<file path="src/design/fsp_pkg.sv">
// ----------------------------------------------------------------------------
// fsp_pkg
// shared types, codes, constants and helper functions of the frame skip pacer
// ----------------------------------------------------------------------------
package fsp_pkg;

   // largest run of consecutive skipped iterations (1 to 8)
   localparam int SKIP_CAP = 1;

   localparam int VBLANK_US   = 16683;
   localparam int REANCHOR_VB = 30;
   localparam int IDLE_LIMIT  = 4;
   localparam int STALE_LIMIT = 32;
   localparam int FLOOR_RESET = 66666;

   // rest / VBLANK_US as (rest * RECIP) >> RECIP_SHIFT, exact for any 32-bit rest
   // RECIP = ceil(2^47 / 16683), error term 1309 < 2^15
   localparam logic [32:0] RECIP       = 33'd8435982039;
   localparam int          RECIP_SHIFT = 47;
   localparam int          QUO_W       = 18;

   typedef enum logic [2:0] {
      REQ_BEGIN  = 3'd0,
      REQ_DECIDE = 3'd1,
      REQ_RENDER = 3'd2,
      REQ_END    = 3'd3,
      REQ_ITASK  = 3'd4,
      REQ_RESET  = 3'd5
   } req_kind_type;

   localparam logic [1:0] MODE_SMOOTH = 2'd0;
   localparam logic [1:0] MODE_FAST   = 2'd1;
   localparam logic [1:0] MODE_OFF    = 2'd2;

   localparam logic [1:0] VAR_NEVER = 2'd0;
   localparam logic [1:0] VAR_BEGIN = 2'd1;
   localparam logic [1:0] VAR_AHEAD = 2'd2;

   localparam logic [1:0] CSR_MODE       = 2'd0;
   localparam logic [1:0] CSR_VARIANT    = 2'd1;
   localparam logic [1:0] CSR_FLOOR      = 2'd2;

   typedef struct packed {
      logic [1:0]  mode_sel;
      logic [1:0]  catchup_variant;
      logic [19:0] floor_period_us;
   } cfg_type;

   typedef struct packed {
      req_kind_type req_type;
      logic [31:0]  retrace_count;
      logic [47:0]  time_us;
      logic [3:0]   vsync_divisor;
      logic         in_play;
   } item_type;

   typedef struct packed {
      logic        skipping;
      logic        drop_models;
      logic        paced;
      logic [31:0] due_vblank;
      logic        itask_run;
   } result_type;

   function automatic logic [31:0] sat32(input logic [47:0] v);
      sat32 = (v[47:32] != 16'd0) ? 32'hFFFF_FFFF : v[31:0];
   endfunction

   // eighth-weight moving average, first sample taken as is
   function automatic logic [31:0] ema8(input logic [31:0] e, input logic [31:0] v);
      ema8 = (e == 32'd0) ? v : (e - (e >> 3) + (v >> 3));
   endfunction

   // smooth mode floor: estimated present-to-present gap exceeds the limit
   function automatic logic gap_exceeded(input cfg_type     cfg,
                                         input logic [31:0] draw,
                                         input logic [31:0] skipc_raw,
                                         input logic [31:0] rend,
                                         input logic [48:0] since);
      logic [31:0] skipc;
      logic [50:0] gap;
      skipc = skipc_raw;
      if (skipc_raw == 32'd0) begin
         skipc = (draw > rend) ? (draw - rend) : 32'd0;
      end
      gap = {2'b00, since} + {19'd0, skipc} + {19'd0, draw};
      gap_exceeded = (cfg.mode_sel == MODE_SMOOTH) && (gap > {31'd0, cfg.floor_period_us});
   endfunction

endpackage

</file>
<file path="src/design/fsp_core.sv">
// ----------------------------------------------------------------------------
// fsp_core
// pacing state and the single-pass update for one event
// ----------------------------------------------------------------------------
module fsp_core (
   input  logic                      clock,
   input  logic                      reset,
   input  logic                      fire,
   input  fsp_pkg::item_type         item,
   input  fsp_pkg::cfg_type          cfg,
   input  logic [fsp_pkg::QUO_W-1:0] quo,
   output fsp_pkg::result_type       res,
   output logic [31:0]               rest,
   output logic                      rest_we
);
   import fsp_pkg::*;

   typedef struct packed {
      logic        ok_now;
      logic        clock_active;
      logic [3:0]  prev_divisor;
      logic [31:0] anchor_vblank;
      logic [31:0] tick_count;
      logic [3:0]  skip_run;
      logic        drop_pending;
      logic        skip_flag;
      logic [47:0] iter_start_us;
      logic [47:0] decide_time_us;
      logic [47:0] last_present_time;
      logic [31:0] cost_draw;
      logic [31:0] cost_skip;
      logic [31:0] cost_rest;
      logic [31:0] cost_render;
      logic [5:0]  drawn_iters;
      logic [2:0]  itask_idle_count;
   } state_type;

   state_type st_ff;
   state_type st_in;

   logic        ahead;
   logic        run_ok;
   logic [47:0] since_present;
   logic [31:0] iter_cost;
   logic [31:0] decide_cost;

   // begin event
   logic        b_ok;
   logic        b_reanchor;
   logic [31:0] b_anchor0;
   logic [31:0] b_tick0;
   logic [31:0] b_lag;
   logic        b_far;
   logic        b_over;
   logic [31:0] b_anchor;
   logic        b_lag_low;
   logic        b_want;

   // decide event and end event
   logic [31:0] d_target;
   logic [31:0] d_diff;
   logic [33:0] d_lag;
   logic [48:0] d_since;
   logic        d_cond;
   logic        d_drop;
   logic [31:0] tick_next;
   logic [5:0]  iss_next;
   logic [2:0]  idle_next;

   assign ahead         = cfg.catchup_variant[1];
   assign run_ok        = st_ff.skip_run < 4'(SKIP_CAP);
   assign since_present = item.time_us - st_ff.last_present_time;
   assign iter_cost     = sat32(item.time_us - st_ff.iter_start_us);
   assign decide_cost   = sat32(item.time_us - st_ff.decide_time_us);

   assign b_ok       = (item.vsync_divisor == 4'd2) && (cfg.mode_sel != MODE_OFF)
                       && item.in_play;
   assign b_reanchor = !st_ff.clock_active || (item.vsync_divisor != st_ff.prev_divisor);
   assign b_anchor0  = b_reanchor ? item.retrace_count : st_ff.anchor_vblank;
   assign b_tick0    = b_reanchor ? 32'd0 : st_ff.tick_count;
   assign b_lag      = item.retrace_count - (b_anchor0 + {b_tick0[30:0], 1'b0});
   assign b_far      = $signed(b_lag) > 32'sd30;
   assign b_over     = $signed(b_lag) > $signed(32'(2 * (SKIP_CAP + 1)));
   assign b_anchor   = b_far  ? (item.retrace_count - {b_tick0[30:0], 1'b0}) :
                       b_over ? (b_anchor0 + (b_lag - 32'(2 * SKIP_CAP))) : b_anchor0;
   assign b_lag_low  = b_far ? 1'b1 :
                       b_over ? 1'(2 * SKIP_CAP < 2) : ($signed(b_lag) < 32'sd2);
   assign b_want     = !b_lag_low && run_ok
                       && !gap_exceeded(cfg, st_ff.cost_draw, st_ff.cost_skip,
                                        st_ff.cost_render, {1'b0, since_present});

   // next tick target, shared by the decide lag and the end due vblank
   assign tick_next = st_ff.tick_count + 32'd1;
   assign d_target  = st_ff.anchor_vblank + {tick_next[30:0], 1'b0};
   assign d_diff    = item.retrace_count - d_target;
   assign d_lag     = {{2{d_diff[31]}}, d_diff} + {{(34 - QUO_W){1'b0}}, quo};
   assign d_since   = st_ff.skip_flag ? ({1'b0, since_present} + {17'd0, st_ff.cost_rest})
                                      : 49'd0;
   assign d_cond    = st_ff.ok_now && st_ff.clock_active && (cfg.mode_sel != MODE_OFF)
                      && item.in_play;
   assign d_drop    = d_cond && !($signed(d_lag) < 34'sd2) && run_ok
                      && !gap_exceeded(cfg, st_ff.cost_draw, st_ff.cost_skip,
                                       st_ff.cost_render, d_since);

   assign iss_next  = (st_ff.drawn_iters < 6'd63) ? (st_ff.drawn_iters + 6'd1)
                                                   : st_ff.drawn_iters;
   assign idle_next = st_ff.itask_idle_count + 3'd1;

   always_comb begin
      logic skip;
      st_in   = st_ff;
      res     = '0;
      rest_we = 1'b0;
      skip    = 1'b0;
      case (item.req_type)
         REQ_BEGIN: begin
            st_in.iter_start_us  = item.time_us;
            st_in.decide_time_us = item.time_us;
            st_in.ok_now         = b_ok;
            if (!b_ok) begin
               st_in.clock_active = 1'b0;
            end else begin
               st_in.clock_active  = 1'b1;
               st_in.anchor_vblank = b_anchor;
               st_in.tick_count    = b_tick0;
               if (cfg.catchup_variant == VAR_BEGIN) begin
                  skip = b_want;
               end
            end
            st_in.prev_divisor = item.vsync_divisor;
            if (ahead) begin
               skip               = st_ff.drop_pending;
               st_in.drop_pending = 1'b0;
            end
            if (skip) begin
               if (st_ff.skip_run < 4'd15) begin
                  st_in.skip_run = st_ff.skip_run + 4'd1;
               end
            end else begin
               st_in.skip_run = 4'd0;
            end
            st_in.skip_flag = skip;
         end
         REQ_DECIDE: begin
            if (ahead) begin
               st_in.decide_time_us = item.time_us;
               st_in.drop_pending   = d_drop;
               res.drop_models      = d_drop;
            end
         end
         REQ_RENDER: begin
            if (!st_ff.skip_flag) begin
               st_in.cost_render = ema8(st_ff.cost_render, iter_cost);
            end
         end
         REQ_END: begin
            if (st_ff.skip_flag) begin
               st_in.cost_skip   = ema8(st_ff.cost_skip, iter_cost);
               st_in.drawn_iters = 6'd0;
            end else begin
               st_in.cost_draw         = ema8(st_ff.cost_draw, iter_cost);
               st_in.last_present_time = item.time_us;
               st_in.drawn_iters       = iss_next;
               if (iss_next > 6'(STALE_LIMIT)) begin
                  st_in.cost_skip = 32'd0;
               end
            end
            if (ahead) begin
               st_in.cost_rest = ema8(st_ff.cost_rest, decide_cost);
               rest_we         = fire;
            end
            if (st_ff.clock_active) begin
               st_in.tick_count = tick_next;
               res.due_vblank   = d_target;
               res.paced        = 1'b1;
            end
            st_in.skip_flag = 1'b0;
         end
         REQ_ITASK: begin
            if (!st_ff.skip_flag) begin
               st_in.itask_idle_count = 3'd0;
               res.itask_run          = 1'b1;
            end else if (idle_next >= 3'(IDLE_LIMIT)) begin
               st_in.itask_idle_count = 3'd0;
               res.itask_run          = 1'b1;
            end else begin
               st_in.itask_idle_count = idle_next;
            end
         end
         REQ_RESET: begin
            st_in.clock_active = 1'b0;
            st_in.ok_now       = 1'b0;
            st_in.skip_run     = 4'd0;
            st_in.drop_pending = 1'b0;
            st_in.skip_flag    = 1'b0;
         end
         default: begin
         end
      endcase
      res.skipping = st_in.skip_flag;
   end

   always_ff @(posedge clock) begin
      if (reset) begin
         st_ff <= '0;
      end else if (fire) begin
         st_ff <= st_in;
      end
   end

   assign rest = st_ff.cost_rest;

endmodule

</file>
<file path="config.mk">
export PLATFORM = sky130hd
export DESIGN_NAME = fsp_core
export DESIGN_NICKNAME = d
export VERILOG_FILES = /design/src/design/fsp_pkg.sv /design/src/design/fsp_core.sv
export SDC_FILE = /design/constraint.sdc
export NUM_CORES = 2
export LEC_CHECK = 0
export ABC_CLOCK_PERIOD_IN_PS = 19900
export BUFFER_PORTS_ARGS = -buffer_cell sky130_fd_sc_hd__buf_2
export CELL_PAD_IN_SITES_DETAIL_PLACEMENT = 2
export CELL_PAD_IN_SITES_GLOBAL_PLACEMENT = 2
export CORE_ASPECT_RATIO = 0.5
export CORE_MARGIN = 2
export CORE_UTILIZATION = 25
export CTS_BUF_LIST = sky130_fd_sc_hd__clkbuf_8
export CTS_CLUSTER_DIAMETER = 40
export DETAILED_ROUTE_END_ITERATION = 10
export PLACE_DENSITY_LB_ADDON = 0.15
export SLEW_MARGIN = 20
export SYNTH_ARGS = -nofsm -noshare
export SYNTH_HDL_FRONTEND = slang
export SYNTH_SLANG_ARGS = --single-unit
</file>
<file path="constraint.sdc">
create_clock -name clock -period 19.9 [get_ports clock]
set_input_delay 1.99 -clock clock [delete_from_list [all_inputs] [get_ports clock]]
set_output_delay 1.99 -clock clock [all_outputs]
set_load 0.01 [all_outputs]
</file>
# Yosys cells after proc, flatten, opt, wreduce, memory -nomap -nowiden
# Cells that the tools add are included.
[word_totals] word_cells=169 register_bits=357 out_inout_bits=69
[classes] addsub=29 bitwise_logic=1 muxes=48 eq_ne=15 reduce_logical=46 magnitude_cmp=12
[op_table] operator="$mux 32" n=16
[op_table] operator="$sub 48x48->48" n=3
[op_table] operator="$add 32x29->32" n=4
[op_table] operator="$logic_not 32->1" n=4
[op_table] operator="$sub 32x29->32" n=4
[op_table] operator="$sub 32x32->32" n=4
[op_table] operator="$add 49x32->50" n=2
[op_table] operator="$add 48x32->49" n=2
[op_table] operator="$add 32x32->32" n=3
[op_table] operator="$pmux 48 s2" n=1
[op_table] operator="$mux 33" n=2
[op_table] operator="$pmux 32 s2" n=1
[op_table] operator="$add 50x32->51" n=1
[op_table] operator="$gt 51x20->1" n=1
[op_table] operator="$gt 50x20->1" n=1
[op_table] operator="$mux 49" n=1
[op_table] operator="$mux 48" n=1
[op_table] operator="$add 32x19->33" n=1
[op_table] operator="$lt 33x3->1 const B" n=1
[op_table] operator="$add 32x1->32 const B" n=1
[op_table] operator="$gt 32x32->1" n=1
[op_table] operator="$gt 32x4->1 const B" n=1
[op_table] operator="$gt 32x6->1 const B" n=1
[op_table] operator="$lt 32x3->1 const B" n=1
[op_table] operator="39 further kinds" n=93

# Logic depth before layout (Yosys ltp)
[depth] word_depth=17 ltp_mapped=56 depth_no_buf=55

# Least setup slack after synthesis
# No wires, ideal clock.
[synth_path] path_kind="input to output" from="input item[5] (netlist bit)" to="output res[34] (netlist bit)" slack_ns=7.912 stages=40 required_ns=17.910 arrival_ns=9.998 path_buffers=1 cell_sequence="inv_1 > ha_1 > fa_1 > nor2b_1 > o2111ai_1 > and4b_1 > or2_2 > nor2_1 > nor2_1 > o21ai_0 > a41oi_1 > xnor2_1 > ha_1 > and4_1 > a221oi_1 > o211ai_1 > o21bai_1 > a31o_2 > (+4 left out) > fa_1 > ha_1 > clkbuf_1 > nor2_1 > a2111oi_0 > o221ai_1 > a2111oi_0 > o2111ai_1 > a31oi_1 > o311ai_0 > nor4_1 > o311ai_0 > nor4_1 > nand4_1 > nor3_1 > o2111ai_1 > o41ai_2 > and3_1"
[synth_rtl] item="start: declaration" line_no="fsp_core.sv:9" text="input fsp_pkg::item_type item,"
[synth_rtl] item="end: declaration" line_no="fsp_core.sv:12" text="output fsp_pkg::result_type res,"

==> flow_metrics.env <==
export IMPL_clk_latency_ps=810
export IMPL_synth_simple_gate_area_share_pct=20.5
export IMPL_hold_class="flop to flop"
export IMPL_synth_compound_area_share_pct=25.0
export IMPL_status="finished clean"
export IMPL_fin_setup_tns_ps=0
export IMPL_wl_per_cell_um=23.2
export IMPL_antenna_found_initial=16
export IMPL_multiInputGateArea_um2=41600
export IMPL_drc=0
export IMPL_num_io_pins=202
export IMPL_crit_start="st_ff[105]"
export IMPL_synth_xor_area_share_pct=7.92
export IMPL_die_area_um2=215000
export IMPL_gp_congestion=0.857
export IMPL_critPathRequiredTime_ps=17910
export IMPL_seq_area_um2=7110
export IMPL_yosysWarnings=0
export IMPL_async_flop_share_pct=0
export IMPL_crit_top_cell="a21oi_1"
export IMPL_synth_seq_area_share_pct=13.5
export IMPL_cts_tree="built"
export IMPL_synthMuxAreaShare_pct=1.08
export IMPL_netlist_area_um2=52800
export IMPL_post_route_min_period_ps=15170
export IMPL_rrSetupSlack_ps=7580
export IMPL_numCtsBuffers=90
export IMPL_final_antenna_net_count=0
export IMPL_timing_rr_end="st_ff[282]"
export IMPL_hp_start="st_ff[244]"
export IMPL_worstSetupPathType="flop to output pin"
export IMPL_worst_path_max_delay_cell="a221oi_1"
export IMPL_vias=52465
export IMPL_critPathCaptureType="output pin"
export IMPL_fin_util_pct=28.1
export IMPL_drt_wl_total_mm=237
export IMPL_via_per_inst=5.13
export IMPL_fmax_mhz=65.9
export IMPL_synth_ff_type="dfxtp_1"
export IMPL_nets=8307
export IMPL_num_rows=119
export IMPL_hold_end="st_ff[244]"
export IMPL_fillers=25072
export IMPL_core_area_um2=210000
export IMPL_finalClockSkew_ps=54.3
export IMPL_drtPass1Iterations=5
export IMPL_initial_core_util_pct=25.1
export IMPL_setup_violations=0
export IMPL_worst_path_buf_inv=4
export IMPL_cts_max_path_buffers=3
export IMPL_die_h_um=329
export IMPL_ctsHoldBuffers=0
export IMPL_synth_adder_area_share_pct=23.9
export IMPL_finalCritPeriodShare_pct=76.3
export IMPL_area_delta_synth_final_pct=11.9
export IMPL_synth_top_cells_by_area="ha_1 15%, dfxtp_1 13%, fa_1 8.4%"
export IMPL_syn_inst=7183
export IMPL_powerDensity_nw_per_um2=72.4
export IMPL_grt_max_degree=94
export IMPL_peakVddDrop_uv=50.1
export IMPL_grt_overflow=0
export IMPL_relSlewSlack_pct=24.5
export IMPL_drt_initial_drc_count=2525
export IMPL_synth_edf_count=0
export IMPL_whs_path_depth=2
export IMPL_die_x_um=654
export IMPL_first_global_vias=55975
export IMPL_synth_top_family_by_area="compound AO/OA/AOI/OAI gates"
export IMPL_p_leak_nw=25.7
export IMPL_slowest_delay_ps=690
export IMPL_grt_util_all_layers_pct=21.7
export IMPL_synth_seq_cells=355
export IMPL_startpoint_type="flop"
export IMPL_layoutNonFillerInstCount=10218
export IMPL_crit_family="compound AO/OA/AOI/OAI gates"
export IMPL_rsz0062_at_grt="false"
export IMPL_cts_root_buffer="clkbuf_8"
export IMPL_setup_slack_ps=4730
export IMPL_drive_gt1_share_pct=7.56
export IMPL_clkSlewWorstSetupHoldPaths_ps=70
export IMPL_crit_fanout=62
export IMPL_cap_violations=0
export IMPL_timing_worst_slew_pin_value_ps=1120
export IMPL_finalHoldViolations=0
export IMPL_synth_top_area_cell="ha_1"
export IMPL_dpl_hpwl_mm=197
export IMPL_cp_arrival_ps=13180
export IMPL_post_cts_buffers=0
export IMPL_synth_top_area_share_pct=15.5
export IMPL_htreeDepth=3
export IMPL_grt_first_pass_wirelength_mm=359
export IMPL_cts_resized=0
export IMPL_dp_cells=10050
export IMPL_syn_nets=8191
export IMPL_r2r_cells=52
export IMPL_syn_avg_cell_area_um2=7.36
export IMPL_rr_startpoint="st_ff[105]"
export IMPL_synth_distinct_cells=113
export IMPL_cts_num_sinks=355
export IMPL_io_buffers=201
export IMPL_finalMaxSlewViolations=0
export IMPL_post_place_ws_ps=5350
where the power goes:
part	switching, W	total (W)	internal [W]
clock network	0.000476	0.00112	0.000646
logic	0.00149	0.00241	0.000923
registers	0.0000243	0.000750	0.000726
total	0.00199	0.00428	0.00229
cell usage after synthesis (76+ instances only):
cell type    n
a211oi_1    96
a21o_1     230
a21oi_1    703
and3_1      76
clkbuf_1   187
dfxtp_1    355
fa_1       222
ha_1       653
inv_1      850
nand2_1    728
nand2b_1    99
nand3_1    167
nor2_1     579
nor2b_1     95
nor3_1     152
nor4_1      82
o21ai_0    346
xnor2_1    281
xor2_1     193
cell usage in the layout (no fill, tap or decap), drive strengths merged, types with 100 or more instances in the layout:
cell type | synthesis | routed
a211oi | 100 | 100
a21oi | 707 | 707
nand2b | 100 | 100
inv | 850 | 866
clkbuf | 187 | 102
fa | 222 | 222
dfxtp | 355 | 355
ha | 653 | 653
buf | 62 | 273
o21ai | 367 | 367
xnor2 | 282 | 282
nor3 | 154 | 154
xor2 | 194 | 194
nor2 | 579 | 579
nand2 | 729 | 729
a21o | 231 | 231
nand3 | 167 | 167
state kept, by name, summed over array words and instances (netlist names):
name   cells
st_ff    323
rest      32
layout make-up:
type                            instances  area share (%)
Multi-Input combinational cell       5727            70.3
Clock buffer                          102            2.37
Inverter                              852            5.41
Antenna cell                            3          0.0127
Tap cell                             2843            6.02
Timing Repair Buffer                  273            2.67
Clock inverter                         63            1.18
Sequential cell                       355            12.0
stage by stage:
step / hold WS, ps / instance area (um^2) / total power [W]
5_1_grt: 475 / 59100 / 0.00464
6_report: 457 / 59100 / 0.00428
3_3_place_gp: 443 / 57000 / 0.00314
4_1_cts: 459 / 59100 / 0.00433
3_5_place_dp: 450 / 57000 / 0.00316
2_1_floorplan: 436 / 52800 / 0.00246
cell families (layout without fill, tap and decap cells):
| kind of cell | Yosys count | count (layout) |
|---|---|---|
| other | 0 | 3 |
| adders and majority gates | 875 | 875 |
| xor gates and xnor gates | 476 | 476 |
| buffers and inverters | 1101 | 1290 |
| and+or+nand+nor | 2278 | 2278 |
| DFF | 355 | 355 |
| AOI/OAI and AO/OA | 2042 | 2042 |
| muxes | 56 | 56 |
worst max path at each step:
stage	slack [ps]	cells after the start	end
floorplan	7910	40	res[34]
global placement	5670	52	res[34]
detailed placement	5350	41	res[34]
CTS	4530	52	res[34]
global route	3420	52	res[34]
finish	4730	52	res[34]
worst reg2reg max path, delay by kind of cell (launching register included):
family,cells,cell delay [ps]
and+or+nand+nor,7,1660
xor gates and xnor gates,1,140
adders and majority gates,6,1940
DFF,1,390
buffers and inverters,3,470
AOI/OAI and AO/OA,35,7630
layer usage:
layer | global-route usage, % | vias to the layer above | wire length, um | share of wire (%)
li1 | - | 25365 | - | -
met1 | 31.7 | 26428 | 123000 | 52
met2 | 35.1 | 476 | 105000 | 44
met3 | 1.89 | 196 | 5150 | 2.2
met4 | 3.35 | 0 | 3610 | 1.5
met5 | 0 | - | 0 | 0
(Power assumes the default switching activity.)
